File: src/design/can_frame_ascii_encoder_macros.svh
// Assertion macros for the CAN frame ASCII encoder.
// Each macro expands to a labeled concurrent assertion in simulation and to nothing in synthesis.
`ifndef CAN_FRAME_ASCII_ENCODER_MACROS_SVH
`define CAN_FRAME_ASCII_ENCODER_MACROS_SVH

`ifndef SYNTHESIS

// The consequent must hold in the same cycle as the antecedent.
`define CFAE_ASSERT_IMP(lbl, clk_s, rstn_s, ante, cons) \
	lbl: assert property (@(posedge clk_s) disable iff (!rstn_s) (ante) |-> (cons)) \
		else $error("cfae assertion failed (same cycle)");

// The consequent must hold in the cycle after the antecedent.
`define CFAE_ASSERT_NXT(lbl, clk_s, rstn_s, ante, cons) \
	lbl: assert property (@(posedge clk_s) disable iff (!rstn_s) (ante) |=> (cons)) \
		else $error("cfae assertion failed (next cycle)");

`else

`define CFAE_ASSERT_IMP(lbl, clk_s, rstn_s, ante, cons)
`define CFAE_ASSERT_NXT(lbl, clk_s, rstn_s, ante, cons)

`endif

`endif

File: src/design/cfae_pkg.sv
package cfae_pkg;

	// Frame limits.
	localparam int unsigned MAX_DATA_BYTES = 8;
	// Timestamp reduction: 60000 = 32 * 1875, and x / 1875 equals (x * TS_RECIP) >> 38 for
	// every 27-bit x.
	localparam logic [10:0] TS_DIV_ODD     = 11'd1875;
	localparam logic [27:0] TS_RECIP       = 28'd146601551;
	// Index of the first of the two reduction steps.
	localparam logic [4:0]  TS_TOP_STEP    = 5'd1;

	// Last digit indexes of the counted fields.
	localparam logic [3:0] ID_LAST_EXT = 4'd7;
	localparam logic [3:0] ID_LAST_STD = 4'd2;
	localparam logic [3:0] TS_LAST     = 4'd3;

	// ASCII codes.
	localparam logic [6:0] CHAR_EXT_DATA = 7'h54;  // T
	localparam logic [6:0] CHAR_EXT_RTR  = 7'h52;  // R
	localparam logic [6:0] CHAR_STD_DATA = 7'h74;  // t
	localparam logic [6:0] CHAR_STD_RTR  = 7'h72;  // r
	localparam logic [6:0] CHAR_CR       = 7'h0D;
	localparam logic [6:0] CHAR_ZERO     = 7'h30;
	localparam logic [6:0] CHAR_UPPER_A  = 7'h41;

	// Controller states.
	typedef enum logic [2:0] {
		ST_IDLE,
		ST_TYPE,
		ST_ID,
		ST_LEN,
		ST_DATA,
		ST_TS,
		ST_CR
	} state_t;

	// Source of the character loaded into the output register.
	typedef enum logic [2:0] {
		SEL_TYPE,
		SEL_ID,
		SEL_LEN,
		SEL_DATA,
		SEL_TS,
		SEL_CR
	} char_sel_t;

	// Commands from the controller to the datapath.
	typedef struct packed {
		logic      load;
		logic      emit;
		char_sel_t sel;
		logic [3:0] idx;
	} dp_cmd_t;

	// Status from the datapath to the controller.
	typedef struct packed {
		logic       in_ok;
		logic       ext;
		logic       rtr;
		logic [3:0] dlc;
		logic       ts_en;
		logic       ts_done;
		logic       out_free;
	} dp_stat_t;

	// Uppercase hex digit for one nibble.
	function automatic logic [6:0] hex_char(input logic [3:0] nib);
		logic [6:0] wide;
		wide = {3'b000, nib};
		if (nib < 4'd10) begin
			return CHAR_ZERO + wide;
		end
		return CHAR_UPPER_A + wide - 7'd10;
	endfunction

endpackage

File: src/design/cfae_dp.sv
module cfae_dp
	import cfae_pkg::*;
(
	input  logic         clk,
	input  logic         arst_n,
	// Input frame fields
	input  logic         in_ext,
	input  logic         in_rtr,
	input  logic         in_err,
	input  logic [28:0]  in_id,
	input  logic [3:0]   in_dlc,
	input  logic [63:0]  in_data,
	input  logic [31:0]  in_tick,
	// Configuration
	input  logic         cfg_wr_en,
	input  logic         cfg_wr_data,
	// Control
	input  dp_cmd_t      cmd,
	output dp_stat_t     stat,
	// Output register
	input  logic         out_ready,
	output logic         out_valid,
	output logic [6:0]   out_char,
	output logic         out_last
);

	logic        ext_q;
	logic        rtr_q;
	logic [3:0]  dlc_q;
	logic [31:0] id_q;
	logic [63:0] data_q;
	logic [31:0] tick_q;
	logic [16:0] quo_q;
	logic [15:0] rem_q;
	logic [4:0]  stp_q;
	logic        ts_busy_q;
	logic        ts_en_q;
	logic        out_valid_q;
	logic [6:0]  out_char_q;
	logic        out_last_q;

	logic [54:0] ts_prod;
	logic [27:0] ts_back;
	logic [27:0] ts_rest;
	logic [31:0] id_sh;
	logic [63:0] data_sh;
	logic [15:0] ts_sh;
	logic [6:0]  char_d;
	logic        out_free;

	function automatic logic [2:0] idx_id(input logic [3:0] idx);
		return idx[2:0];
	endfunction

	// Frame capture; only the low 11 identifier bits count for standard frames.
	always_ff @(posedge clk) begin
		if (cmd.load) begin
			ext_q  <= in_ext;
			rtr_q  <= in_rtr;
			dlc_q  <= in_dlc;
			id_q   <= in_ext ? {3'b000, in_id} : {21'd0, in_id[10:0]};
			data_q <= in_data;
		end
	end

	// Tick modulo 60000: with tick = 32 * x plus five low bits, the result is (x mod 1875) * 32
	// plus those bits. The first step takes x / 1875 by a reciprocal multiply (scaled by 2^38),
	// the second takes the remainder by a multiply and subtract.
	assign ts_prod = {28'd0, tick_q[31:5]} * {27'd0, TS_RECIP};
	assign ts_back = {11'd0, quo_q} * {17'd0, TS_DIV_ODD};
	assign ts_rest = {1'b0, tick_q[31:5]} - ts_back;

	always_ff @(posedge clk) begin
		if (cmd.load) begin
			tick_q <= in_tick;
		end else if (ts_busy_q) begin
			if (stp_q != 5'd0) begin
				quo_q <= ts_prod[54:38];
			end else begin
				rem_q <= {ts_rest[10:0], tick_q[4:0]};
			end
		end
	end

	always_ff @(posedge clk or negedge arst_n) begin
		if (!arst_n) begin
			ts_busy_q <= 1'b0;
			stp_q     <= '0;
		end else if (cmd.load) begin
			ts_busy_q <= 1'b1;
			stp_q     <= TS_TOP_STEP;
		end else if (ts_busy_q) begin
			if (stp_q == 5'd0) begin
				ts_busy_q <= 1'b0;
			end else begin
				stp_q <= stp_q - 5'd1;
			end
		end
	end

	// Timestamp enable register.
	always_ff @(posedge clk or negedge arst_n) begin
		if (!arst_n) begin
			ts_en_q <= 1'b1;
		end else if (cfg_wr_en) begin
			ts_en_q <= cfg_wr_data;
		end
	end

	// Nibble selection; payload digits come high nibble first within each byte.
	assign id_sh   = id_q >> {idx_id(cmd.idx), 2'b00};
	assign data_sh = data_q >> {cmd.idx ^ 4'b0001, 2'b00};
	assign ts_sh   = rem_q >> {cmd.idx[1:0], 2'b00};

	// Character for the current position of the line.
	always_comb begin
		case (cmd.sel)
			SEL_TYPE: begin
				if (ext_q) begin
					char_d = rtr_q ? CHAR_EXT_RTR : CHAR_EXT_DATA;
				end else begin
					char_d = rtr_q ? CHAR_STD_RTR : CHAR_STD_DATA;
				end
			end
			SEL_ID:   char_d = hex_char(id_sh[3:0]);
			SEL_LEN:  char_d = hex_char(dlc_q);
			SEL_DATA: char_d = hex_char(data_sh[3:0]);
			SEL_TS:   char_d = hex_char(ts_sh[3:0]);
			SEL_CR:   char_d = CHAR_CR;
			default:  char_d = CHAR_CR;
		endcase
	end

	// Output register: a new character loads when the slot is empty or being taken.
	assign out_free = !out_valid_q || out_ready;

	always_ff @(posedge clk or negedge arst_n) begin
		if (!arst_n) begin
			out_valid_q <= 1'b0;
		end else if (cmd.emit) begin
			out_valid_q <= 1'b1;
		end else if (out_ready) begin
			out_valid_q <= 1'b0;
		end
	end

	always_ff @(posedge clk) begin
		if (cmd.emit) begin
			out_char_q <= char_d;
			out_last_q <= (cmd.sel == SEL_CR);
		end
	end

	assign out_valid = out_valid_q;
	assign out_char  = out_char_q;
	assign out_last  = out_last_q;

	// Status to the controller.
	assign stat.in_ok    = !in_err && (in_dlc != 4'd0) && (in_dlc <= 4'(MAX_DATA_BYTES));
	assign stat.ext      = ext_q;
	assign stat.rtr      = rtr_q;
	assign stat.dlc      = dlc_q;
	assign stat.ts_en    = ts_en_q;
	assign stat.ts_done  = !ts_busy_q;
	assign stat.out_free = out_free;

endmodule

File: src/design/cfae_ctrl.sv
module cfae_ctrl
	import cfae_pkg::*;
(
	input  logic     clk,
	input  logic     arst_n,
	input  logic     in_valid,
	output logic     in_ready,
	input  dp_stat_t stat,
	output dp_cmd_t  cmd
);

	state_t     state_q;
	state_t     state_d;
	logic [3:0] cnt_q;
	logic [3:0] cnt_d;
	logic [4:0] data_end;

	// Index of the last payload digit: two digits per byte.
	assign data_end = {stat.dlc, 1'b0} - 5'd1;

	// State and digit counter.
	always_ff @(posedge clk or negedge arst_n) begin
		if (!arst_n) begin
			state_q <= ST_IDLE;
			cnt_q   <= '0;
		end else begin
			state_q <= state_d;
			cnt_q   <= cnt_d;
		end
	end

	// Next state and datapath commands.
	always_comb begin
		state_d  = state_q;
		cnt_d    = cnt_q;
		in_ready = 1'b0;
		cmd.load = 1'b0;
		cmd.emit = 1'b0;
		cmd.sel  = SEL_CR;
		cmd.idx  = cnt_q;
		unique case (state_q)
			ST_IDLE: begin
				in_ready = 1'b1;
				if (in_valid) begin
					cmd.load = 1'b1;
					if (stat.in_ok) begin
						state_d = ST_TYPE;
					end
				end
			end
			ST_TYPE: begin
				cmd.sel = SEL_TYPE;
				if (stat.out_free) begin
					cmd.emit = 1'b1;
					cnt_d    = stat.ext ? ID_LAST_EXT : ID_LAST_STD;
					state_d  = ST_ID;
				end
			end
			ST_ID: begin
				cmd.sel = SEL_ID;
				if (stat.out_free) begin
					cmd.emit = 1'b1;
					if (cnt_q == 4'd0) begin
						state_d = ST_LEN;
					end else begin
						cnt_d = cnt_q - 4'd1;
					end
				end
			end
			ST_LEN: begin
				cmd.sel = SEL_LEN;
				if (stat.out_free) begin
					cmd.emit = 1'b1;
					if (stat.rtr) begin
						cnt_d   = TS_LAST;
						state_d = stat.ts_en ? ST_TS : ST_CR;
					end else begin
						cnt_d   = 4'd0;
						state_d = ST_DATA;
					end
				end
			end
			ST_DATA: begin
				cmd.sel = SEL_DATA;
				if (stat.out_free) begin
					cmd.emit = 1'b1;
					if (cnt_q == data_end[3:0]) begin
						cnt_d   = TS_LAST;
						state_d = stat.ts_en ? ST_TS : ST_CR;
					end else begin
						cnt_d = cnt_q + 4'd1;
					end
				end
			end
			ST_TS: begin
				cmd.sel = SEL_TS;
				// Digits wait for the modulo reduction to finish.
				if (stat.out_free && stat.ts_done) begin
					cmd.emit = 1'b1;
					if (cnt_q == 4'd0) begin
						state_d = ST_CR;
					end else begin
						cnt_d = cnt_q - 4'd1;
					end
				end
			end
			ST_CR: begin
				cmd.sel = SEL_CR;
				if (stat.out_free) begin
					cmd.emit = 1'b1;
					state_d  = ST_IDLE;
				end
			end
			default: begin
				state_d = ST_IDLE;
			end
		endcase
	end

endmodule

File: src/design/can_frame_ascii_encoder.sv
// Turns one received CAN frame into its serial-line ASCII text, one character per output beat:
// 'T'/'R' and 8 hex identifier digits (extended) or 't'/'r' and 3 digits (standard), the
// length digit, the payload as uppercase hex (data frames only), an optional 4-digit
// timestamp (tick modulo 60000, enabled after reset) and a closing carriage return marked
// by tlast. Error frames and length codes of 0 or above 8 are taken and give no output.
// One frame is handled at a time: the input is ready only between lines, once the closing
// carriage return has been loaded, and a dropped frame leaves the block waiting for the next
// frame. The longest line has 31 characters. A waiting character that is not taken holds the
// line back. The timestamp comes from a modulo unit that is done while the type and identifier
// characters leave, so it never delays the line.

`include "can_frame_ascii_encoder_macros.svh"

module can_frame_ascii_encoder
	import cfae_pkg::*;
(
	input  logic         clk,
	input  logic         arst_n,
	// Frame input
	input  logic         s_axis_tvalid,
	output logic         s_axis_tready,
	input  logic [135:0] s_axis_tdata,  // can_id[28:0], length_code[32:29], payload[96:33],
	                                    // tick_ms[128:97], zero fill
	input  logic [2:0]   s_axis_tuser,  // is_extended[0], is_remote[1], is_error[2]
	// Character output
	output logic         m_axis_tvalid,
	input  logic         m_axis_tready,
	output logic [7:0]   m_axis_tdata,  // out_char[6:0], zero fill
	output logic         m_axis_tlast,  // last_char
	// Timestamp enable register
	input  logic         cfg_wr_en,
	input  logic         cfg_wr_data
);

	dp_cmd_t    cmd;
	dp_stat_t   stat;
	logic [6:0] out_char;

	cfae_ctrl u_ctrl (
		.clk      (clk),
		.arst_n   (arst_n),
		.in_valid (s_axis_tvalid),
		.in_ready (s_axis_tready),
		.stat     (stat),
		.cmd      (cmd)
	);

	cfae_dp u_dp (
		.clk         (clk),
		.arst_n      (arst_n),
		.in_ext      (s_axis_tuser[0]),
		.in_rtr      (s_axis_tuser[1]),
		.in_err      (s_axis_tuser[2]),
		.in_id       (s_axis_tdata[28:0]),
		.in_dlc      (s_axis_tdata[32:29]),
		.in_data     (s_axis_tdata[96:33]),
		.in_tick     (s_axis_tdata[128:97]),
		.cfg_wr_en   (cfg_wr_en),
		.cfg_wr_data (cfg_wr_data),
		.cmd         (cmd),
		.stat        (stat),
		.out_ready   (m_axis_tready),
		.out_valid   (m_axis_tvalid),
		.out_char    (out_char),
		.out_last    (m_axis_tlast)
	);

	assign m_axis_tdata = {1'b0, out_char};

	// A timestamp digit is never taken before the modulo reduction is done.
	`CFAE_ASSERT_IMP(a_ts_ready, clk, arst_n, cmd.emit && (cmd.sel == SEL_TS), stat.ts_done)
	// The controller never overwrites a character that is still waiting.
	`CFAE_ASSERT_IMP(a_no_overwrite, clk, arst_n, cmd.emit, stat.out_free)
	// Loading the carriage return presents a closing beat next cycle.
	`CFAE_ASSERT_NXT(a_cr_last, clk, arst_n, cmd.emit && (cmd.sel == SEL_CR),
		m_axis_tvalid && m_axis_tlast && (m_axis_tdata[6:0] == CHAR_CR))

endmodule

File: config.mk
export PLATFORM = sky130hd
export DESIGN_NAME = can_frame_ascii_encoder
export DESIGN_NICKNAME = d
export VERILOG_FILES = /design/src/design/cfae_pkg.sv /design/src/design/cfae_dp.sv /design/src/design/cfae_ctrl.sv /design/src/design/can_frame_ascii_encoder.sv
export VERILOG_INCLUDE_DIRS = /design/src /design/src/design
export SDC_FILE = /design/constraint.sdc
export NUM_CORES = 1
export LEC_CHECK = 0
export CORE_MARGIN = 2
export CORE_UTILIZATION = 32
export CTS_CLUSTER_SIZE = 20
export DETAILED_ROUTE_END_ITERATION = 7
export DONT_BUFFER_PORTS = 1
export HOLD_SLACK_MARGIN = 0.06
export PLACE_DENSITY_LB_ADDON = 0.25
export REMOVE_ABC_BUFFERS = 1
export SETUP_SLACK_MARGIN = 0.05
export SLEW_MARGIN = 30
export SYNTH_ARGS = -nofsm -noshare
export SYNTH_HDL_FRONTEND = slang
export SYNTH_SLANG_ARGS = --single-unit
File: constraint.sdc
create_clock -name clk -period 7.61 [get_ports clk]
set_input_delay 1.522 -clock clk [delete_from_list [all_inputs] [get_ports clk]]
set_output_delay 1.522 -clock clk [all_outputs]
set_load 0.02 [all_outputs]
==> flow_metrics.env, run 1 <==
export IMPL_cts_resized=0
export IMPL_dp_hpwl_um=43600
export IMPL_via_per_inst=4.65
export IMPL_layout_setup_ws_ns=0.687
export IMPL_die_area_um2=65900
export IMPL_hold_class="flop to flop"
export IMPL_cp_arrival_ns=7.19
export IMPL_pre_cts_slack_ns=0.730
export IMPL_num_antenna_cells=0
export IMPL_synth_top_area_cell="fa_1"
export IMPL_core_area_um2=63100
export IMPL_track_usage=0.162
export IMPL_drive_above_1_share=0.0576
export IMPL_multi_input_area_um2=13100
export IMPL_post_route_min_period_ns=6.92
export IMPL_routed_wirelength_um=51400
export IMPL_first_iter_violations=647
export IMPL_postSynthAreaPerCell_um2=11.7
export IMPL_post_cts_setup_buffer_count=0
export IMPL_final_max_slew_viol_count=0
export IMPL_fp_dieW_um=257
export IMPL_startpoint_type="flop"
export IMPL_synth_seq_cells=181
export IMPL_hold_buffers=0
export IMPL_antenna_found_initial=0
export IMPL_post_route_period_util=0.910
export IMPL_worst_setup_path_end_kind="flop"
export IMPL_clkLatencyLatePin_ns=0.49
export IMPL_max_freq_ghz=0.144
export IMPL_hold_path_depth=0
export IMPL_synth_main_ff_cell="edfxtp_1"
export IMPL_cts_num_sinks=181
export IMPL_min_from="u_dp.tick_q[3]$_DFFE_PP_"
export IMPL_timing_setup_tns_ns=0
export IMPL_maxSlewHeadroom=0.335
export IMPL_cap_viol_max_count=0
export IMPL_seq_area_um2=5360
export IMPL_fin_nets=2508
export IMPL_h_tree_depth=4
export IMPL_cp_max_fo=9
export IMPL_synthDistinctLibCells=71
export IMPL_grt_pass1_wl_um=79100
export IMPL_crit_required_ns=7.88
export IMPL_cts_tree="done"
export IMPL_area_growth_pct=8.49
export IMPL_finalHoldViolations=0
export IMPL_reg2reg_from="u_dp.tick_q[16]$_DFFE_PP_"
export IMPL_cts_buffers=17
export IMPL_die_h_um=257
export IMPL_ys_seq_area_frac=0.262
export IMPL_clk_pin_slew_ns=0.08
export IMPL_vias=12249
export IMPL_rrSetupSlack_ns=0.69
export IMPL_grt_pass1_vias=13491
export IMPL_holdPathEnd="u_dp.rem_q[3]$_DFFE_PP_"
export IMPL_fin_skew_ns=0.0196
export IMPL_mostFrequentLayoutCells="inv_1 (500), fa_1 (313), ha_1 (274)"
export IMPL_core_rowCount=92
export IMPL_wl_per_cell_um=19.5
export IMPL_critical_path_class="flop to flop"
export IMPL_root_buffer="clkbuf_16"
export IMPL_grt_max_degree=70
export IMPL_reg2reg_depth=23
export IMPL_synth_edf_count=166
export IMPL_nFillCells=6315
export IMPL_worst_pin_slew_ns=0.982
export IMPL_first_pass_iters=5
export IMPL_r2r_end="u_dp.quo_q[6]$_DFFE_PP_"
export IMPL_place_congestion=0.909
export IMPL_synth_top_cells_by_area="fa_1 (31%), edfxtp_1 (24%), ha_1 (17%)"
export IMPL_setup_viol=0
export IMPL_grt_remaining_overflow=0
export IMPL_ant_nets=0
export IMPL_ioPinCount=156
export IMPL_start_util=0.324
export IMPL_status="complete, no violations"
export IMPL_rsz0062_at_grt="false"
export IMPL_yosysWarningCount=0
export IMPL_syn_cell_area_um2=20400
export IMPL_clk_path_buf_depth=2
export IMPL_final_common_cell="inv_1"
export IMPL_netlist_instances=1754
export IMPL_portBuffers=0
export IMPL_drc=0
export IMPL_async_flop_share=0.0829
export IMPL_yosysTopAreaCellShare=0.306
## how the worst max path moves through the flow
stage	start	slack, ns	end	depth (start not counted)
final	u_dp.tick_q[16]$_DFFE_PP_	0.69	u_dp.quo_q[6]$_DFFE_PP_	23
after global placement	u_dp.tick_q[16]$_DFFE_PP_	0.73	u_dp.quo_q[6]$_DFFE_PP_	23
after global routing	u_dp.tick_q[16]$_DFFE_PP_	0.25	u_dp.quo_q[6]$_DFFE_PP_	23
after CTS	u_dp.tick_q[16]$_DFFE_PP_	0.66	u_dp.quo_q[6]$_DFFE_PP_	23
after detailed placement	u_dp.tick_q[16]$_DFFE_PP_	0.73	u_dp.quo_q[6]$_DFFE_PP_	23
after floorplan	u_dp.tick_q[24]$_DFFE_PP_	1.42	u_dp.quo_q[6]$_DFFE_PP_	21
## final cells by class
cell class | count | share of cell area
inverter | 503 | 0.0853
timing repair buffer | 25 | 0.00846
multi-input combinational | 1048 | 0.590
sequential | 181 | 0.242
tap | 846 | 0.0477
clock buffer | 17 | 0.0192
clock inverter | 15 | 0.00801
## cell usage after synthesis (12+ instances only)
cell and n:
xnor2_1 35, a21oi_1 49, inv_1 501, mux4_2 26, a21o_1 15, ha_1 274, dfrtp_1 14, o211ai_1 12
nand2_1 58, and2_1 21, o21ai_0 32, fa_1 313, xor2_1 14, nor2_1 47, edfxtp_1 166
## logic make-up after synthesis
logic type               share of synthesized area
adder cells (fa/ha/maj)                      0.474
buffers and inverters                       0.0983
AND/OR/NAND/NOR                             0.0445
AO/OA/AOI/OAI                               0.0590
flip-flops                                   0.262
XOR/XNOR                                    0.0232
multiplexers                                0.0384
other                                     0.000183
## critical path, stage by stage (launching register included)
cell	delay, ns
edfxtp_1	0.82
inv_1	0.12
fa_1	0.52
inv_1	0.13
ha_1	0.15
inv_1	0.08
fa_1	0.54
inv_1	0.07
fa_1	0.50
inv_1	0.06
fa_1	0.52
inv_1	0.05
fa_1	0.48
inv_1	0.05
fa_1	0.48
inv_1	0.05
ha_1	0.34
and3_1	0.25
a221oi_1	0.34
o21ba_2	0.22
nand4_1	0.16
o211a_1	0.29
or4_1	0.39
o311ai_0	0.11
## through the flow
step | hold slack [ns] | cell area (um2) | cells | util
global placement | 0.411 | 21600 | 2603 | 0.342
detailed placement | 0.406 | 21600 | 2603 | 0.342
finish | 0.435 | 22200 | 2635 | 0.352
floorplan | 0.400 | 20300 | 1732 | -
global route | 0.442 | 22200 | 2635 | 0.352
CTS | 0.436 | 22200 | 2635 | 0.352
## metal layers
layer,part of all wire,GRT usage,vias up,wire (um)
li1,-,-,5694,-
met1,0.41,0.198,6185,21300
met4,0.032,0.0568,0,1640
met3,0.054,0.0349,73,2780
met5,0,0,-,0
met2,0.50,0.281,297,25700
## flip-flops by register name, summed over array words and instances, names as in the netlist
signal,cells
u_ctrl.cnt_q,4
u_ctrl.state_q,3
u_dp.data_q,64
u_dp.dlc_q,4
u_dp.ext_q,1
u_dp.id_q,29
u_dp.out_char,7
u_dp.out_last,1
u_dp.out_valid,1
u_dp.quo_q,11
u_dp.rem_q,16
u_dp.rtr_q,1
u_dp.stp_q,5
u_dp.tick_q,32
u_dp.ts_busy_q,1
u_dp.ts_en_q,1
Power of run 1 is left out: the tool's default activity adds up to more than one toggle a clock period on the data nets, which glitch-free logic cannot reach.
==> run 2: changes to the inputs <==
--- a/config.mk
+++ b/config.mk
@@ -6,15 +6,14 @@
 export SDC_FILE = /design/constraint.sdc
 export NUM_CORES = 1
 export LEC_CHECK = 0
+export BUFFER_PORTS_ARGS = -buffer_cell sky130_fd_sc_hd__buf_2
 export CORE_MARGIN = 2
 export CORE_UTILIZATION = 32
 export CTS_CLUSTER_SIZE = 20
 export DETAILED_ROUTE_END_ITERATION = 7
-export DONT_BUFFER_PORTS = 1
 export HOLD_SLACK_MARGIN = 0.06
 export PLACE_DENSITY_LB_ADDON = 0.25
 export REMOVE_ABC_BUFFERS = 1
-export SETUP_SLACK_MARGIN = 0.05
 export SLEW_MARGIN = 30
 export SYNTH_ARGS = -nofsm -noshare
 export SYNTH_HDL_FRONTEND = slang
==> run 2 against run 1 <==
Register-to-register slack got worse by 0.31 ns. Routed wire length increased by 0.63%. Non-clock buffer count increased by 150. Via count increased by 4.3%. Worst setup slack got worse by 0.31 ns. Clock-buffer cell count increased by 2. Critical path depth unchanged. Global-route usage increased by 0.16 points. Sequential share of layout area decreased by 0.77 points. Largest cell class unchanged.
==> flow_metrics.env, run 2 (synthesized netlist as in run 1, its figures left out) <==
export IMPL_status="complete, no violations"
export IMPL_cpMostUsedCell="inv_1"
export IMPL_cts_tree="done"
export IMPL_first_iter_violations=545
export IMPL_portBuffers=147
export IMPL_fp_dieW_um=257
export IMPL_clk_path_buf_depth=2
export IMPL_area_growth_pct=12.1
export IMPL_regMostFlops="u_dp.data_q"
export IMPL_cpLargestDelayFamily="adder cells"
export IMPL_first_pass_iters=5
export IMPL_clk_pin_slew_ns=0.07
export IMPL_rsz0062_at_grt="false"
export IMPL_dp_hpwl_um=43600
export IMPL_final_common_cell="inv_1"
export IMPL_max_stage_delay_ns=0.70
export IMPL_path_buf_inv=8
export IMPL_worst_pin_slew_ns=0.950
export IMPL_cts_num_sinks=181
export IMPL_post_route_min_period_ns=7.23
export IMPL_nFillCells=6331
export IMPL_finalHoldViolations=0
export IMPL_grt_pass1_vias=14035
export IMPL_startpoint_type="flop"
export IMPL_grt_pass1_wl_um=80700
export IMPL_largest_reg_flops=64
export IMPL_cts_buffers=17
export IMPL_clkLatencyLatePin_ns=0.48
export IMPL_timing_setup_tns_ns=0
export IMPL_maxSlewHeadroom=0.367
export IMPL_crit_required_ns=7.87
export IMPL_routed_wirelength_um=51800
export IMPL_cts_resized=0
export IMPL_critical_path_class="flop to flop"
export IMPL_worst_setup_path_end_kind="flop"
export IMPL_num_antenna_cells=0
export IMPL_drc=0
export IMPL_fin_nets=2658
export IMPL_post_route_period_util=0.951
export IMPL_crit_chain="inv_1, fa_1, inv_1, ha_1, inv_1, fa_1, inv_1, fa_1, inv_1, fa_1, inv_1, fa_1, inv_1, fa_1, inv_1, ha_1, and3_1, a221oi_1, o21ba_2, nand4_1, o211a_1, or4_1, o311ai_0"
export IMPL_die_h_um=257
export IMPL_vias=12776
export IMPL_grt_remaining_overflow=0
export IMPL_setup_viol=0
export IMPL_antenna_found_initial=0
export IMPL_track_usage=0.163
export IMPL_hold_class="flop to flop"
export IMPL_start_util=0.324
export IMPL_wl_per_cell_um=18.6
export IMPL_cp_max_fo=6
export IMPL_max_freq_ghz=0.138
export IMPL_ioPinCount=156
export IMPL_worst_path_max_delay_cell="edfxtp_1"
export IMPL_cp_arrival_ns=7.49
export IMPL_die_area_um2=65900
export IMPL_drive_above_1_share=0.129
export IMPL_grt_max_degree=70
export IMPL_mostFrequentLayoutCells="inv_1 (500), fa_1 (313), ha_1 (274)"
export IMPL_core_rowCount=92
export IMPL_cap_viol_max_count=0
export IMPL_final_max_slew_viol_count=0
export IMPL_core_area_um2=63100
export IMPL_place_congestion=0.926
export IMPL_fin_skew_ns=0.0190
export IMPL_ant_nets=0
export IMPL_hold_buffers=0
export IMPL_via_per_inst=4.59
export IMPL_reg_largest_list="u_dp.data_q: 64 flops, u_dp.tick_q: 32 flops, u_dp.id_q: 29 flops"
export IMPL_post_cts_setup_buffer_count=0
export IMPL_h_tree_depth=4
export IMPL_root_buffer="clkbuf_16"
-- run 2: cell types whose count changed in the layout (fill, tap and decap cells not counted) --
cell / previous run / this run
buf_4: 25 / 28
inv_6: 6 / 5
buf_2: 0 / 147
clkinv_4: 1 / 3
clkbuf_1: 0 / 2
clkinv_8: 3 / 1
inv_8: 3 / 2
-- run 2: layout make-up --
| cell class | count | area, um2 | share of cell area |
|---|---|---|---|
| clock buffer | 19 | 433 | 0.0189 |
| clock inverter | 13 | 143 | 0.00622 |
| inverter | 503 | 1890 | 0.0826 |
| multi-input combinational | 1048 | 13100 | 0.571 |
| sequential | 181 | 5360 | 0.234 |
| tap | 846 | 1060 | 0.0462 |
| timing repair buffer | 175 | 946 | 0.0413 |
-- run 2: per-layer routing --
metal / wire (um) / track usage / up-vias
met5: 0 / 0 / -
met1: 22000 / 0.204 / 6479
met2: 26400 / 0.288 / 262
met4: 1030 / 0.0434 / 0
met3: 2370 / 0.0313 / 39
li1: - / - / 5996
-- run 2: per-stage QoR --
stage	worst slack (ns)	cell area, um2	util	hold WS, ns	instances
5_1_grt	0.0395	22900	0.363	0.446	2785
3_5_place_dp	0.418	22300	0.353	0.408	2747
6_report	0.375	22900	0.363	0.430	2785
4_1_cts	0.336	22900	0.363	0.435	2779
2_1_floorplan	1.42	20300	-	0.400	1732
3_3_place_gp	0.421	22300	0.353	0.412	2747
-- run 2: path summary, 6_finish.rpt --
check	startpoint	slack (ns)	cells past startpoint	to
worst max-delay path	u_dp.tick_q[15]$_DFFE_PP_	0.38	23	u_dp.quo_q[6]$_DFFE_PP_
min in group asynchronous	arst_n	0.95	1	u_dp.out_valid$_DFFE_PN0P_
worst max register to register	u_dp.tick_q[15]$_DFFE_PP_	0.38	23	u_dp.quo_q[6]$_DFFE_PP_
max in group asynchronous	arst_n	6.36	1	u_dp.ts_en_q$_DFFE_PN1P_
worst min register to register	u_dp.tick_q[2]$_DFFE_PP_	0.43	0	u_dp.rem_q[2]$_DFFE_PP_
worst min-delay path	u_dp.tick_q[2]$_DFFE_PP_	0.43	0	u_dp.rem_q[2]$_DFFE_PP_
Power of run 2 is left out for the same reason.
==> run 3: changes to the inputs <==
--- a/config.mk
+++ b/config.mk
@@ -8,9 +8,10 @@
 export LEC_CHECK = 0
 export BUFFER_PORTS_ARGS = -buffer_cell sky130_fd_sc_hd__buf_2
 export CORE_MARGIN = 2
-export CORE_UTILIZATION = 32
+export CORE_UTILIZATION = 45
 export CTS_CLUSTER_SIZE = 20
 export DETAILED_ROUTE_END_ITERATION = 7
+export GPL_TIMING_DRIVEN = 1
 export HOLD_SLACK_MARGIN = 0.06
 export PLACE_DENSITY_LB_ADDON = 0.25
 export REMOVE_ABC_BUFFERS = 1
==> run 3 against run 2 <==
Routed wire length down 4.8%. Fmax up 3.0%. Via count up 1.9%. Non-clock buffer count down 5. Clock-buffer cell count down 1. Sequential share of layout area up 0.39 points. Register-to-register slack better by 0.21 ns. Clock skew down 0.0083 ns. Die area down 28%. Final area down 1.6%.
==> flow_metrics.env, run 3 (synthesized netlist as in run 1, its figures left out) <==
export IMPL_status="complete, no violations"
export IMPL_post_route_period_util=0.923
export IMPL_setup_viol=0
export IMPL_dpl_cell_area_um2=22000
export IMPL_area_growth_pct=10.3
export IMPL_core_rowCount=78
export IMPL_finalHoldViolations=0
export IMPL_startpoint_type="flop"
export IMPL_cp_arrival_ns=7.27
export IMPL_ioPinCount=156
export IMPL_fin_skew_ns=0.0107
export IMPL_maxSlewHeadroom=0.406
export IMPL_grt_remaining_overflow=0
export IMPL_grt_pass1_vias=14050
export IMPL_hold_buffers=0
export IMPL_hold_path_depth=0
export IMPL_final_max_slew_viol_count=0
export IMPL_track_usage=0.219
export IMPL_first_iter_violations=712
export IMPL_post_route_min_period_ns=7.03
export IMPL_dp_hpwl_um=42400
export IMPL_wl_per_cell_um=19.5
export IMPL_layout_cells_non_filler=2534
export IMPL_h_tree_depth=4
export IMPL_die_area_um2=47200
export IMPL_rsz0062_at_grt="false"
export IMPL_fp_dieW_um=217
export IMPL_clk_path_buf_depth=2
export IMPL_portBuffers=147
export IMPL_regMostFlops="u_dp.data_q"
export IMPL_routed_wirelength_um=49300
export IMPL_die_h_um=217
export IMPL_grt_pass1_wl_um=77500
export IMPL_root_buffer="clkbuf_16"
export IMPL_start_util=0.453
export IMPL_critical_path_class="flop to flop"
export IMPL_place_inst=2502
export IMPL_cp_max_fo=5
export IMPL_grt_max_degree=81
export IMPL_num_antenna_cells=0
export IMPL_place_congestion=0.924
export IMPL_via_per_inst=5.14
export IMPL_cts_resized=0
export IMPL_mostFrequentLayoutCells="inv_1 (500), fa_1 (313), ha_1 (274)"
export IMPL_met1Wirelength_um=20100
export IMPL_fin_nets=2653
export IMPL_cap_viol_max_count=0
export IMPL_clkLatencyLatePin_ns=0.45
export IMPL_worst_setup_path_end_kind="flop"
export IMPL_cts_tree="done"
export IMPL_final_common_cell="inv_1"
export IMPL_reg2reg_depth=20
export IMPL_core_area_um2=45100
export IMPL_drc=0
export IMPL_crit_required_ns=7.85
export IMPL_first_pass_iters=5
export IMPL_max_freq_ghz=0.142
export IMPL_drive_above_1_share=0.127
export IMPL_top_layer_used="met4"
export IMPL_rrSetupSlack_ns=0.58
export IMPL_post_cts_setup_buffer_count=0
export IMPL_cts_num_sinks=181
export IMPL_hold_class="flop to flop"
export IMPL_vias=13014
export IMPL_dr_wl_met2_um=25200
export IMPL_cts_buffers=17
export IMPL_reg_largest_list="u_dp.data_q: 64 flops, u_dp.tick_q: 32 flops, u_dp.id_q: 29 flops"
export IMPL_clk_pin_slew_ns=0.07
export IMPL_antenna_found_initial=0
export IMPL_largest_reg_flops=64
export IMPL_fin_area_um2=22500
export IMPL_timing_setup_tns_ns=0
export IMPL_worst_pin_slew_ns=0.888
export IMPL_wl_met3_um=2820
export IMPL_ant_nets=0
run 3: final timing paths:
kind / to / start
hold reg to reg: u_dp.rem_q[2]$_DFFE_PP_ / u_dp.tick_q[2]$_DFFE_PP_
max in group asynchronous: u_dp.ts_en_q$_DFFE_PN1P_ / arst_n
min in group asynchronous: u_ctrl.cnt_q[2]$_DFFE_PN0P_ / arst_n
setup reg to reg: u_dp.quo_q[6]$_DFFE_PP_ / u_dp.tick_q[17]$_DFFE_PP_
setup / recovery: u_dp.quo_q[6]$_DFFE_PP_ / u_dp.tick_q[17]$_DFFE_PP_
hold / removal: u_dp.rem_q[2]$_DFFE_PP_ / u_dp.tick_q[2]$_DFFE_PP_
run 3: layout make-up:
| class | count | area, um2 |
|---|---|---|
| clock inverters | 14 | 119 |
| repair buffers | 170 | 912 |
| multi-input cells | 1048 | 13100 |
| clock buffers | 18 | 429 |
| well taps | 600 | 751 |
| inverters | 503 | 1890 |
| flip-flops and latches | 181 | 5370 |
| fillers | 4089 | 22500 |
run 3: metrics by stage:
step           worst slack, ns  hold WS, ns  utilization
3_5_place_dp             0.665        0.412        0.488
2_1_floorplan             1.42        0.400            -
5_1_grt                  0.325        0.438        0.500
6_report                 0.584        0.433        0.500
4_1_cts                  0.633        0.436        0.500
3_3_place_gp             0.741        0.410        0.488
run 3: layer usage:
metal / global-route usage / vias to the layer above
li1: - / 5986
met1: 0.275 / 6593
met2: 0.386 / 363
met3: 0.0408 / 72
met4: 0.0628 / 0
met5: 0 / -
run 3: worst max-delay path, cell delays in order, from the launching register on:
cell and delay [ns]:
edfxtp_1 0.51, fa_1 0.87, fa_1 0.50, fa_1 0.51, inv_1 0.05, fa_1 0.58, inv_1 0.07, fa_1 0.50
inv_1 0.06, fa_1 0.52, inv_1 0.06, fa_1 0.43, ha_1 0.36, a21oi_1 0.16, buf_4 0.13, o2111ai_1 0.10
o211ai_1 0.31, nand4_1 0.27, o211a_1 0.31, or4_1 0.41, o311ai_0 0.11
Power of run 3 is left out for the same reason.
